`src/design/bfca_pkg.sv`:
```
// Shared types and constants for the best-fit coalescing allocator.
// No dependencies.
package bfca_pkg;

  localparam int unsigned MaxFreeExtents = 16;
  localparam int unsigned AddrBits       = 32;

  localparam logic [1:0] ST_OK     = 2'd0;
  localparam logic [1:0] ST_NOFIT  = 2'd1;
  localparam logic [1:0] ST_BEYOND = 2'd2;
  localparam logic [1:0] ST_FULL   = 2'd3;

  localparam logic FUNC_ALLOC   = 1'b0;
  localparam logic FUNC_RELEASE = 1'b1;

  // Controller to datapath
  typedef struct packed {
    logic load;       // capture request
    logic clr_scan;   // restart entry index and scan results
    logic scan_a;     // alloc best-fit / release predecessor pass
    logic scan_n;     // release successor pass
    logic commit;     // apply table update and form result
  } bfca_cmd_t;

  // Datapath to controller
  typedef struct packed {
    logic last;       // index is at the final entry
  } bfca_sts_t;

endpackage

```
`src/design/best_fit_coalescing_allocator.sv`:
```
// Top level of the best-fit coalescing allocator.
// Depends on bfca_pkg, bfca_ctrl and bfca_datapath.
//
// Slave channel s_axis: one request beat; tuser is func (0 allocate,
// 1 release), tdata packs block_offset then length.
// Master channel m_axis: one response beat per request; tdata packs
// status, granted_offset, granted_length.
// The arena size is written through cfg_we_i/cfg_wdata_i; the user must write
// it only while idle, which the block does not enforce. A write clears the
// free table and, for a nonzero size, enters one extent covering the arena.
// Response valid follows accept after two passes over the table, one entry a
// cycle, then a commit step. One request is handled at a time; the next
// request is accepted only once the response has been taken.
// Reset empties the table and zeroes the arena size.
// A stalled response holds its beat; no new request is taken until it goes.
module best_fit_coalescing_allocator #(
  parameter int unsigned MAX_FREE_EXTENTS = bfca_pkg::MaxFreeExtents,
  parameter int unsigned ADDR_BITS        = bfca_pkg::AddrBits
) (
  input  logic        clk_i,
  input  logic        rst_ni,
  input  logic        cfg_we_i,
  input  logic [31:0] cfg_wdata_i,
  input  logic        s_axis_tvalid,
  output logic        s_axis_tready,
  input  logic [63:0] s_axis_tdata,   // block_offset[31:0], length[63:32]
  input  logic        s_axis_tuser,   // func
  output logic        m_axis_tvalid,
  input  logic        m_axis_tready,
  output logic [71:0] m_axis_tdata    // status[1:0], granted_offset[33:2],
                                      // granted_length[65:34], zero fill
);
  import bfca_pkg::*;

  bfca_cmd_t   cmd;
  bfca_sts_t   sts;
  logic [1:0]  status;
  logic [31:0] goff, glen;

  bfca_ctrl u_ctrl (
    .clk_i, .rst_ni,
    .in_valid_i(s_axis_tvalid), .in_ready_o(s_axis_tready),
    .out_valid_o(m_axis_tvalid), .out_ready_i(m_axis_tready),
    .sts_i(sts), .cmd_o(cmd)
  );

  bfca_datapath #(.N(MAX_FREE_EXTENTS), .W(ADDR_BITS)) u_dp (
    .clk_i, .rst_ni, .cfg_we_i, .cfg_wdata_i,
    .func_i(s_axis_tuser), .off_i(s_axis_tdata[31:0]), .len_i(s_axis_tdata[63:32]),
    .cmd_i(cmd), .sts_o(sts),
    .status_o(status), .goff_o(goff), .glen_o(glen)
  );

  assign m_axis_tdata = {6'd0, glen, goff, status};

endmodule

```
`src/design/bfca_datapath.sv`:
```
// Free table, request registers and scan logic of the allocator.
// Depends on bfca_pkg.
module bfca_datapath #(
  parameter int unsigned N = bfca_pkg::MaxFreeExtents,
  parameter int unsigned W = bfca_pkg::AddrBits
) (
  input  logic               clk_i,
  input  logic               rst_ni,
  input  logic               cfg_we_i,
  input  logic [31:0]        cfg_wdata_i,
  input  logic               func_i,
  input  logic [31:0]        off_i,
  input  logic [31:0]        len_i,
  input  bfca_pkg::bfca_cmd_t cmd_i,
  output bfca_pkg::bfca_sts_t sts_o,
  output logic [1:0]         status_o,
  output logic [31:0]        goff_o,
  output logic [31:0]        glen_o
);
  import bfca_pkg::*;

  localparam int unsigned IW = (N > 1) ? $clog2(N) : 1;

  logic [W-1:0] start_q [N];
  logic [W-1:0] flen_q  [N];
  logic [N-1:0] valid_q;
  logic [W-1:0] arena_q;

  logic         func_q;
  logic [W-1:0] off_q, len_q;
  logic [IW-1:0] idx_q;

  // scan results
  logic          bf_q;   logic [IW-1:0] bi_q;  // best / predecessor
  logic          nf_q;   logic [IW-1:0] ni_q;  // successor
  logic          sf_q;   logic [IW-1:0] si_q;  // same start (target mo)
  logic          ef_q;   logic [IW-1:0] ei_q;  // first empty
  logic          rf_q;   logic [IW-1:0] ri_q;  // same start for remainder

  logic [W-1:0] cs, cl;
  logic         cv;
  assign cs = start_q[idx_q];
  assign cl = flen_q[idx_q];
  assign cv = valid_q[idx_q];
  assign sts_o.last = (idx_q == IW'(N - 1));

  // predecessor values, merged extent
  logic [W-1:0] ps, pl;
  logic         pm;
  logic [W-1:0] mo, ml;
  assign ps = start_q[bi_q];
  assign pl = flen_q[bi_q];
  assign pm = bf_q && ((ps + pl) == off_q);
  assign mo = pm ? ps : off_q;
  assign ml = pm ? (pl + len_q) : len_q;

  logic [W-1:0] rem_s;
  assign rem_s = start_q[bi_q] + len_q;

  logic [W:0] endsum;
  assign endsum = {1'b0, off_q} + {1'b0, len_q};

  always_ff @(posedge clk_i or negedge rst_ni) begin
    if (!rst_ni) begin
      valid_q <= '0;
      arena_q <= '0;
      idx_q   <= '0;
      bf_q <= 1'b0; nf_q <= 1'b0; sf_q <= 1'b0; ef_q <= 1'b0; rf_q <= 1'b0;
      status_o <= ST_OK;
      goff_o <= '0;
      glen_o <= '0;
    end else begin
      if (cfg_we_i) begin
        arena_q <= W'(cfg_wdata_i);
        valid_q <= '0;
        if (W'(cfg_wdata_i) != '0) begin
          valid_q[0] <= 1'b1;
          start_q[0] <= '0;
          flen_q[0]  <= W'(cfg_wdata_i);
        end
      end
      if (cmd_i.load) begin
        func_q <= func_i;
        off_q  <= W'(off_i);
        len_q  <= W'(len_i);
      end
      if (cmd_i.clr_scan) begin
        idx_q <= '0;
        bf_q <= 1'b0; nf_q <= 1'b0; sf_q <= 1'b0; ef_q <= 1'b0; rf_q <= 1'b0;
      end
      if (cmd_i.scan_a) begin
        idx_q <= sts_o.last ? '0 : idx_q + 1'b1;
        if (!cv && !ef_q) begin
          ef_q <= 1'b1; ei_q <= idx_q;
        end
        if (func_q == FUNC_ALLOC) begin
          if (cv && cl >= len_q &&
              (!bf_q || cl < flen_q[bi_q] ||
               (cl == flen_q[bi_q] && cs < start_q[bi_q]))) begin
            bf_q <= 1'b1; bi_q <= idx_q;
          end
        end else if (cv && cs < off_q && (!bf_q || cs > start_q[bi_q])) begin
          bf_q <= 1'b1; bi_q <= idx_q;
        end
      end
      if (cmd_i.scan_n) begin
        idx_q <= sts_o.last ? '0 : idx_q + 1'b1;
        if (func_q == FUNC_ALLOC) begin
          // look for an entry at the remainder start, ignoring the chosen one
          if (cv && idx_q != bi_q && cs == rem_s && !rf_q) begin
            rf_q <= 1'b1; ri_q <= idx_q;
          end
        end else begin
          if (cv && !(pm && idx_q == bi_q) && cs >= mo &&
              (!nf_q || cs < start_q[ni_q])) begin
            nf_q <= 1'b1; ni_q <= idx_q;
          end
          if (cv && cs == mo && !sf_q) begin
            sf_q <= 1'b1; si_q <= idx_q;
          end
        end
      end
      if (cmd_i.commit) begin
        goff_o <= '0;
        glen_o <= '0;
        status_o <= ST_OK;
        if (func_q == FUNC_ALLOC) begin
          if (len_q == '0) begin
            status_o <= ST_OK;
          end else if (!bf_q) begin
            status_o <= ST_NOFIT;
          end else begin
            goff_o <= 32'(start_q[bi_q]);
            glen_o <= 32'(len_q);
            if (flen_q[bi_q] > len_q) begin
              // remainder reuses the freed slot unless same start exists
              if (rf_q) begin
                valid_q[bi_q] <= 1'b0;
                flen_q[ri_q]  <= flen_q[bi_q] - len_q;
              end else begin
                start_q[bi_q] <= rem_s;
                flen_q[bi_q]  <= flen_q[bi_q] - len_q;
              end
            end else begin
              valid_q[bi_q] <= 1'b0;
            end
          end
        end else if (len_q == '0) begin
          status_o <= ST_OK;
        end else if (endsum > {1'b0, arena_q}) begin
          status_o <= ST_BEYOND;
        end else begin : rel
          logic          nm;
          logic [W-1:0]  fl;
          logic [IW-1:0] tgt;
          nm = nf_q && ((mo + ml) == start_q[ni_q]);
          fl = nm ? (ml + flen_q[ni_q]) : ml;
          if (!pm && !nm && !sf_q && !ef_q) begin
            status_o <= ST_FULL;
          end else begin
            // target: same-start entry if live after clears, else predecessor, else successor, else first free
            if (sf_q && !(nm && si_q == ni_q) && !(pm && si_q == bi_q))
              tgt = si_q;
            else if (pm)
              tgt = bi_q;
            else if (nm)
              tgt = ni_q;
            else
              tgt = ei_q;
            if (nm) valid_q[ni_q] <= 1'b0;
            if (pm) valid_q[bi_q] <= 1'b0;
            valid_q[tgt] <= 1'b1;
            start_q[tgt] <= mo;
            flen_q[tgt]  <= fl;
          end
        end
      end
    end
  end

endmodule

```
`src/design/bfca_ctrl.sv`:
```
// Sequencer for the allocator: accept, two table passes, commit, output.
// Depends on bfca_pkg.
module bfca_ctrl (
  input  logic               clk_i,
  input  logic               rst_ni,
  input  logic               in_valid_i,
  output logic               in_ready_o,
  output logic               out_valid_o,
  input  logic               out_ready_i,
  input  bfca_pkg::bfca_sts_t sts_i,
  output bfca_pkg::bfca_cmd_t cmd_o
);
  import bfca_pkg::*;

  localparam logic [2:0] S_IDLE = 3'd0;
  localparam logic [2:0] S_SCA  = 3'd1;
  localparam logic [2:0] S_SCN  = 3'd2;
  localparam logic [2:0] S_COM  = 3'd3;
  localparam logic [2:0] S_OUT  = 3'd4;

  logic [2:0] state_q, state_d;

  assign in_ready_o  = (state_q == S_IDLE);
  assign out_valid_o = (state_q == S_OUT);

  always_comb begin
    state_d = state_q;
    cmd_o   = '0;
    unique case (state_q)
      S_IDLE: if (in_valid_i) begin
        cmd_o.load = 1'b1; cmd_o.clr_scan = 1'b1; state_d = S_SCA;
      end
      S_SCA: begin
        cmd_o.scan_a = 1'b1;
        if (sts_i.last) state_d = S_SCN;
      end
      S_SCN: begin
        cmd_o.scan_n = 1'b1;
        if (sts_i.last) state_d = S_COM;
      end
      S_COM: begin
        cmd_o.commit = 1'b1; state_d = S_OUT;
      end
      S_OUT: if (out_ready_i) state_d = S_IDLE;
      default: state_d = S_IDLE;
    endcase
  end

  always_ff @(posedge clk_i or negedge rst_ni) begin
    if (!rst_ni) state_q <= S_IDLE;
    else         state_q <= state_d;
  end

endmodule

```
`config.mk`:
```
export PLATFORM = sky130hd
export DESIGN_NAME = best_fit_coalescing_allocator
export DESIGN_NICKNAME = d
export VERILOG_FILES = /design/src/design/bfca_pkg.sv /design/src/design/best_fit_coalescing_allocator.sv /design/src/design/bfca_datapath.sv /design/src/design/bfca_ctrl.sv
export SDC_FILE = /design/constraint.sdc
export NUM_CORES = 2
export LEC_CHECK = 0
export ABC_CLOCK_PERIOD_IN_PS = 27600
export BUFFER_PORTS_ARGS = -buffer_cell sky130_fd_sc_hd__buf_2
export CAP_MARGIN = 20
export CORE_ASPECT_RATIO = 2
export CORE_MARGIN = 1
export CORE_UTILIZATION = 45
export CTS_CLUSTER_DIAMETER = 150
export DETAILED_ROUTE_END_ITERATION = 16
export GPL_ROUTABILITY_DRIVEN = 0
export PLACE_DENSITY = 0.62
export SLEW_MARGIN = 10
export SYNTH_ARGS = -nofsm -noshare
export SYNTH_HDL_FRONTEND = slang
export SYNTH_SLANG_ARGS = --single-unit
```
`constraint.sdc`:
```
create_clock -name clk_i -period 27.6 [get_ports clk_i]
set_clock_uncertainty 0.2 [all_clocks]
set_input_delay 5.52 -clock clk_i [delete_from_list [all_inputs] [get_ports clk_i]]
set_output_delay 5.52 -clock clk_i [all_outputs]
set_load 0.03 [all_outputs]
```
======== Word-level counts from Yosys, hierarchy flattened ========
Memory sizes are Yosys's and may differ from the RTL's. A register that Yosys moved wholly into a read port is not among the register bits.
Index checks and enable logic that the tools add are counted.
storage, ports and cells
  flip-flop bits (word level) ............. 211
  bits of input ports ..................... 102
  output and inout port bits .............. 74
  bits in writable memories ............... 1024
  bits in latches ......................... 0
  word-level logic and storage cells ...... 259
  bits in read-only memories .............. 0
  memories kept ........................... 2
operators by class
  magnitude comparators ................... 16
  shift operators ......................... 0
  bitwise operators ....................... 7
  equality and inequality tests ........... 19
  div/mod/pow operators ................... 0
  reductions and logical operators ........ 61
  mux-type cells .......................... 126
  $mul .................................... 0
  $add $sub $neg .......................... 8
memory list
  memory        words  bits a word  rd ports  clocked after Yosys merged registers in  write ports  RTL line             text
  u_dp.flen_q   16     32           3         2                                        2            bfca_datapath.sv:25  logic [W-1:0] flen_q [N];
  u_dp.start_q  16     32           3         2                                        2            bfca_datapath.sv:24  logic [W-1:0] start_q [N];
operators with widths
  cell                                                count
  2-to-1 mux 32 bit                                   12
  2-to-1 mux 16 bit                                   22
  adder 32 bit                                        5
  == test 32 bit                                      5
  < comparator 32 bit                                 4
  OR reduction 32 bit                                 3
  2-to-1 mux 4 bit                                    22
  greater-or-equal comparator 32 bit                  2
  > comparator 32 bit                                 2
  2-to-1 mux 1 bit                                    54
  AND 16 bit                                          3
  adder 32 x 32 -> 33 bit                             1
  > comparator 33 x 32 -> 1 bit                       1
  zero test 32 bit                                    1
  NOT 16 bit                                          2
  nonzero test 32 bit                                 1
  subtractor 32 bit                                   1
  logical AND 1 bit                                   31
  < comparator 4 x 5 -> 1 bit, second input constant  4
  AND reduction 4 bit                                 5
  bitwise OR 16 bit                                   1
  one-hot mux 3 bit (5 select lines)                  1
  2-to-1 mux 2 bit                                    7
  demux 1 bit (select 4 bit)                          3
  other kinds (20)                                    44

======== Depth between registers and ports, before layout ========
  word-level depth ........................ 29
  gate-level depth with buffers ........... 60
  depth with buffers taken out ............ 40

======== Modules after synthesis ========
Synthesis repeated with hierarchy kept, for this count alone.
second synthesis, totals
  cells, all modules ...................... 6093
  area total of the unflattened synthesis .. 83876.7 um^2
by module, submodules not included
  module                         sequential area each (um^2)  times used  cells each  area each (um^2)
  bfca_datapath                  36540.0                      1           6067        83626.5
  bfca_ctrl                      75.1                         1           19          201.4
  best_fit_coalescing_allocator  0.0                          1           7           48.8

======== Worst setup path before layout ========
OpenSTA, ideal clock, no wires.
  path kind ............................... register to register
  from .................................... reg (tool-made name)
  to ...................................... mem u_dp.flen_q[4][0] in the netlist's numbering (enable)
  library setup time ...................... 421 ps
  path buffers ............................ 21
  cell stages (with the launch flop) ...... 58
  arrival time ............................ 15626 ps
  setup slack ............................. 11353 ps
  period minus slack after synthesis ...... 16247 ps
  data required time ...................... 26979 ps
  cells stage by stage .................... dfxtp_1 > buf_6 > buf_4 > buf_2 > buf_4 > buf_2 > clkbuf_1 > clkbuf_1 > clkbuf_1 > buf_1 > buf_1 > mux4_2 > mux4_2 > ha_1 > clkbuf_1 > a21oi_2 > o21ai_1 > mux2i_1 > [... 22 more ...] > nor2_1 > mux2_2 > o211ai_1 > and2_1 > nand4b_1 > o2111a_1 > o2111a_1 > and3_1 > buf_2 > buf_4 > o211ai_2 > buf_2 > clkbuf_1 > clkbuf_1 > nand2_1 > nand2_1 > nand2_1 > nor2_1
RTL lines
  what              RTL line
  end: declaration  bfca_datapath.sv:25

==> metrics.md <==
| Metric | Value |
|---|---|
| Outcome | complete, but fails checks |
| Failing checks | design-rule violations |
| Place WS | 9.57 ns |
| Dominant cell type by area after synthesis | edfxtp_1 |
| Die footprint | 191,000 um^2 |
| CTS Buffer Depth | 3 |
| MaxCap Viol Count | 0 |
| Fmax | 0.0542 GHz |
| WP data arrival | 18.62 ns |
| Seq/Total Area, Yosys | 43.0% |
| Max layer used | met5 |
| Crit-path most repeated cell | buf_4 |
| Final Total Pwr | 8750 uW |
| Post-DP HPWL | 236,000 um |
| Area contributors post-synth | edfxtp_1 (39%), mux4_2 (25%), ha_1 (6.2%) |
| GRT Total Usage | 35.0% |
| Gr ovfl total | 0 |
| Final setup TNS | 0 ns |
| DRC | 1 |
| CP Launch Type | flip-flop |
| Crit path required time | 27.78 ns |
| PD cells | 93.7 nW/um^2 |
| FFs w/ async S/R, synth | 10.1% |
| Top cell type's share of synthesized area | 39.1% |
| Post-DRT Antenna Nets | 0 |
| Number of global-route vias before repair | 64,900 |
| P_int | 5040 uW |
| Largest net degree at the start of global routing | 76 |
| Worst skew pair latency | 0.77 ns |
| TritonCTS buffer count | 111 |
| Synthesized area | 85,100 um^2 |
| R2R depth | 46 |
| Worst Setup End Kind | flip-flop |
| Max IR drop VDD | 0.0610 mV |
| Port bufs | 169 |
| Slew HR | 12.0% |
| Rows | 225 |
| Share of layout cells above drive strength 1 | 25.8% |
| RSZ-0062 raised after global routing | no |
| WL final | 332,000 um |
| Setup WS post-layout | 9.16 ns |
| Initial antenna violation count | 16 |
| Critical path type | flip-flop to flip-flop |
| WL met3 | 31,100 um |
| Synth warn | 0 |
| Iter 0 DRT Violations | 6,972 |
| Synthesis-to-finish area growth | 9.79% |
| Via count of the routed design | 63,700 |
| Net Sw Frac | 42.4% |
| Crit-path max FO | 67 |
| Initial core utilization | 45.3% |
| Average wire per standard cell | 36.5 um |
| Pins Over Slew Limit | 0 |
| Worst hold path cell count | 2 |
| Unique masters post-synth | 107 |
| CP peak stage delay | 0.94 ns |
| Vias/cell | 7.01 |
| Worst hold path type | flip-flop to flip-flop |
| Die height | 617 um |
| FF+latch count, synth | 1,243 |
| Global-route wire length before repair | 467,000 um |
| Logic gate share of total power | 51.8% |
| CTS Sinks | 1,243 |
| Fill cells | 16,100 |
| Setup Viol. Count Final | 0 |
| Part of the power in registers | 29.3% |
| Core ar. | 188,000 um^2 |
| Fin. Hold Viols | 0 |
| Setup Fix Bufs, Post-CTS | 0 |
| Syn Inst Count | 6,354 |
| Period utilization | 66.8% |
| Layout Nets | 7,018 |
| Ports | 176 |
| CTS tree | done |
| Tmin final | 18.44 ns |
| Number of synthesized flops with an enable pin | 1,109 |
| CTS resizes | 0 |
| Worst-Margin Slew | 1.32 ns |
| Main flop type after synthesis | edfxtp_1 |
| Lkg Pwr | 0.0331 uW |
| H-tree depth | 3 |
| Mean Syn Cell Area | 13.4 um^2 |
| Switching power | 3710 uW |
| Commonest non-fill, non-tap cell in the layout | edfxtp_1 |
| M1 WL | 101,000 um |
| Most frequent cells in the layout | edfxtp_1 (1,109), mux4_2 (959), ha_1 (422) |
| Reg clk slew, reported paths | 0.07 ns |
| CP max-delay cell | dfxtp_4 |
| Router iterations before antenna repair | 14 |
| Final Util | 49.7% |
| Clock power share | 18.8% |
| Wire length on met2 | 162,000 um |
| CTS Root Cell | clkbuf_16 |
| # hold bufs at CTS | 0 |
| Die W | 309 um |
-- critical path, delay by kind of cell, from the launching register on --
| kind | cells | cell delay (ns) |
|---|---|---|
| XOR/XNOR | 1 | 0.68 |
| multiplexers | 2 | 0.80 |
| buffers and inverters | 9 | 4.94 |
| AND/OR/NAND/NOR | 13 | 3.71 |
| flip-flops | 1 | 0.94 |
| adder cells (fa/ha/maj) | 3 | 1.39 |
| AO/OA/AOI/OAI | 18 | 5.00 |
-- kinds of logic (layout without fill, tap and decap cells) --
kind of cell,count (synthesis),after routing,share of synthesized area (%)
AND/OR/NAND/NOR,1445,1445,8.64
other,1,14,0.00441
buffers and inverters,670,894,3.17
multiplexers,1064,1064,26.7
AO/OA/AOI/OAI,1203,1203,8.96
adder cells (fa/ha/maj),440,440,6.50
XOR/XNOR,288,288,2.98
flip-flops,1243,1243,43.0
-- Yosys cell counts, drive strengths merged (12+ instances only) --
library cell / instances
a211oi: 23
clkbuf: 239
o2111ai: 13
and2: 43
mux2: 63
nand2: 380
nand3b: 14
o31a: 12
buf: 135
a31oi: 36
o22ai: 14
or3: 35
mux2i: 42
ha: 422
a21oi: 324
a22oi: 18
nand4: 94
o21a: 41
inv: 296
edfxtp: 1109
and3: 36
mux4: 959
a2111oi: 12
o211ai: 26
a21o: 97
nor3: 104
nor2: 300
o31ai: 38
nand3: 80
o21ai: 367
dfrtp: 126
xor2: 93
a211o: 17
o21bai: 38
xnor2: 194
nor2b: 116
a221oi: 14
nor4: 48
nand2b: 89
or2: 36
or4: 17
-- power by group through the flow --
stage          Sequential [uW]  Clock (uW)  Combinational (uW)
6_report                  2570        1650                4540
5_1_grt                   2580        1720                4760
4_1_cts                   2570        1660                4320
3_5_place_dp              2610           0                4310
3_3_place_gp              2610           0                4240
2_1_floorplan             2640           0                2760
-- flip-flops by register name, indices dropped and copies added, names as in the netlist, 2 cells and up, named ones only --
register	count
u_dp.off_q	32
u_dp.ei_q	4
u_dp.valid_q	16
u_dp.ri_q	4
u_dp.si_q	4
u_dp.glen_o	32
u_dp.flen_q	512
u_dp.idx_q	4
u_dp.start_q	512
u_dp.status_o	2
u_ctrl.state_q	3
u_dp.ni_q	4
u_dp.goff_o	32
u_dp.arena_q	32
u_dp.len_q	32
u_dp.bi_q	4
-- area by class of cell --
cell class	count	area, um^2	area share [%]
well taps	2497	3120	3.34
inverters	296	1110	1.19
diodes	8	20.0	0.0214
multi-input cells	4446	46100	49.4
clock buffers	139	3010	3.22
repair buffers	389	2610	2.80
clock inverters	70	748	0.801
flip-flops and latches	1243	36700	39.2
-- metrics by stage --
step           area (um^2)  hold WS, ns  cells
2_1_floorplan        85100        0.272   6359
3_3_place_gp         89300        0.261   8842
3_5_place_dp         89400        0.269   8845
4_1_cts              93100        0.283   9054
5_1_grt              93400        0.307   9082
6_report             93400        0.277   9088
-- path summary, 6_finish.rpt --
check / slack [ns] / end / start
max in group asynchronous: 21.37 / u_dp.glen_o[9] / rst_ni
hold reg to reg: 0.28 / u_dp.glen_o[4] / u_dp.glen_o[4]
hold / removal: 0.28 / u_dp.glen_o[4] / u_dp.glen_o[4]
setup reg to reg: 9.16 / u_dp.flen_q[14][3] / flip-flop
min in group asynchronous: 4.56 / u_dp.arena_q[26] / rst_ni
setup / recovery: 9.16 / u_dp.flen_q[14][3] / flip-flop
-- metal layers --
layer | global-route usage, % | up-vias
met4 | 32.1 | 10
met5 | 0 | -
met1 | 36.3 | 32200
li1 | - | 25800
met3 | 8.26 | 1546
met2 | 58.1 | 4218
(Power assumes the default switching activity.)
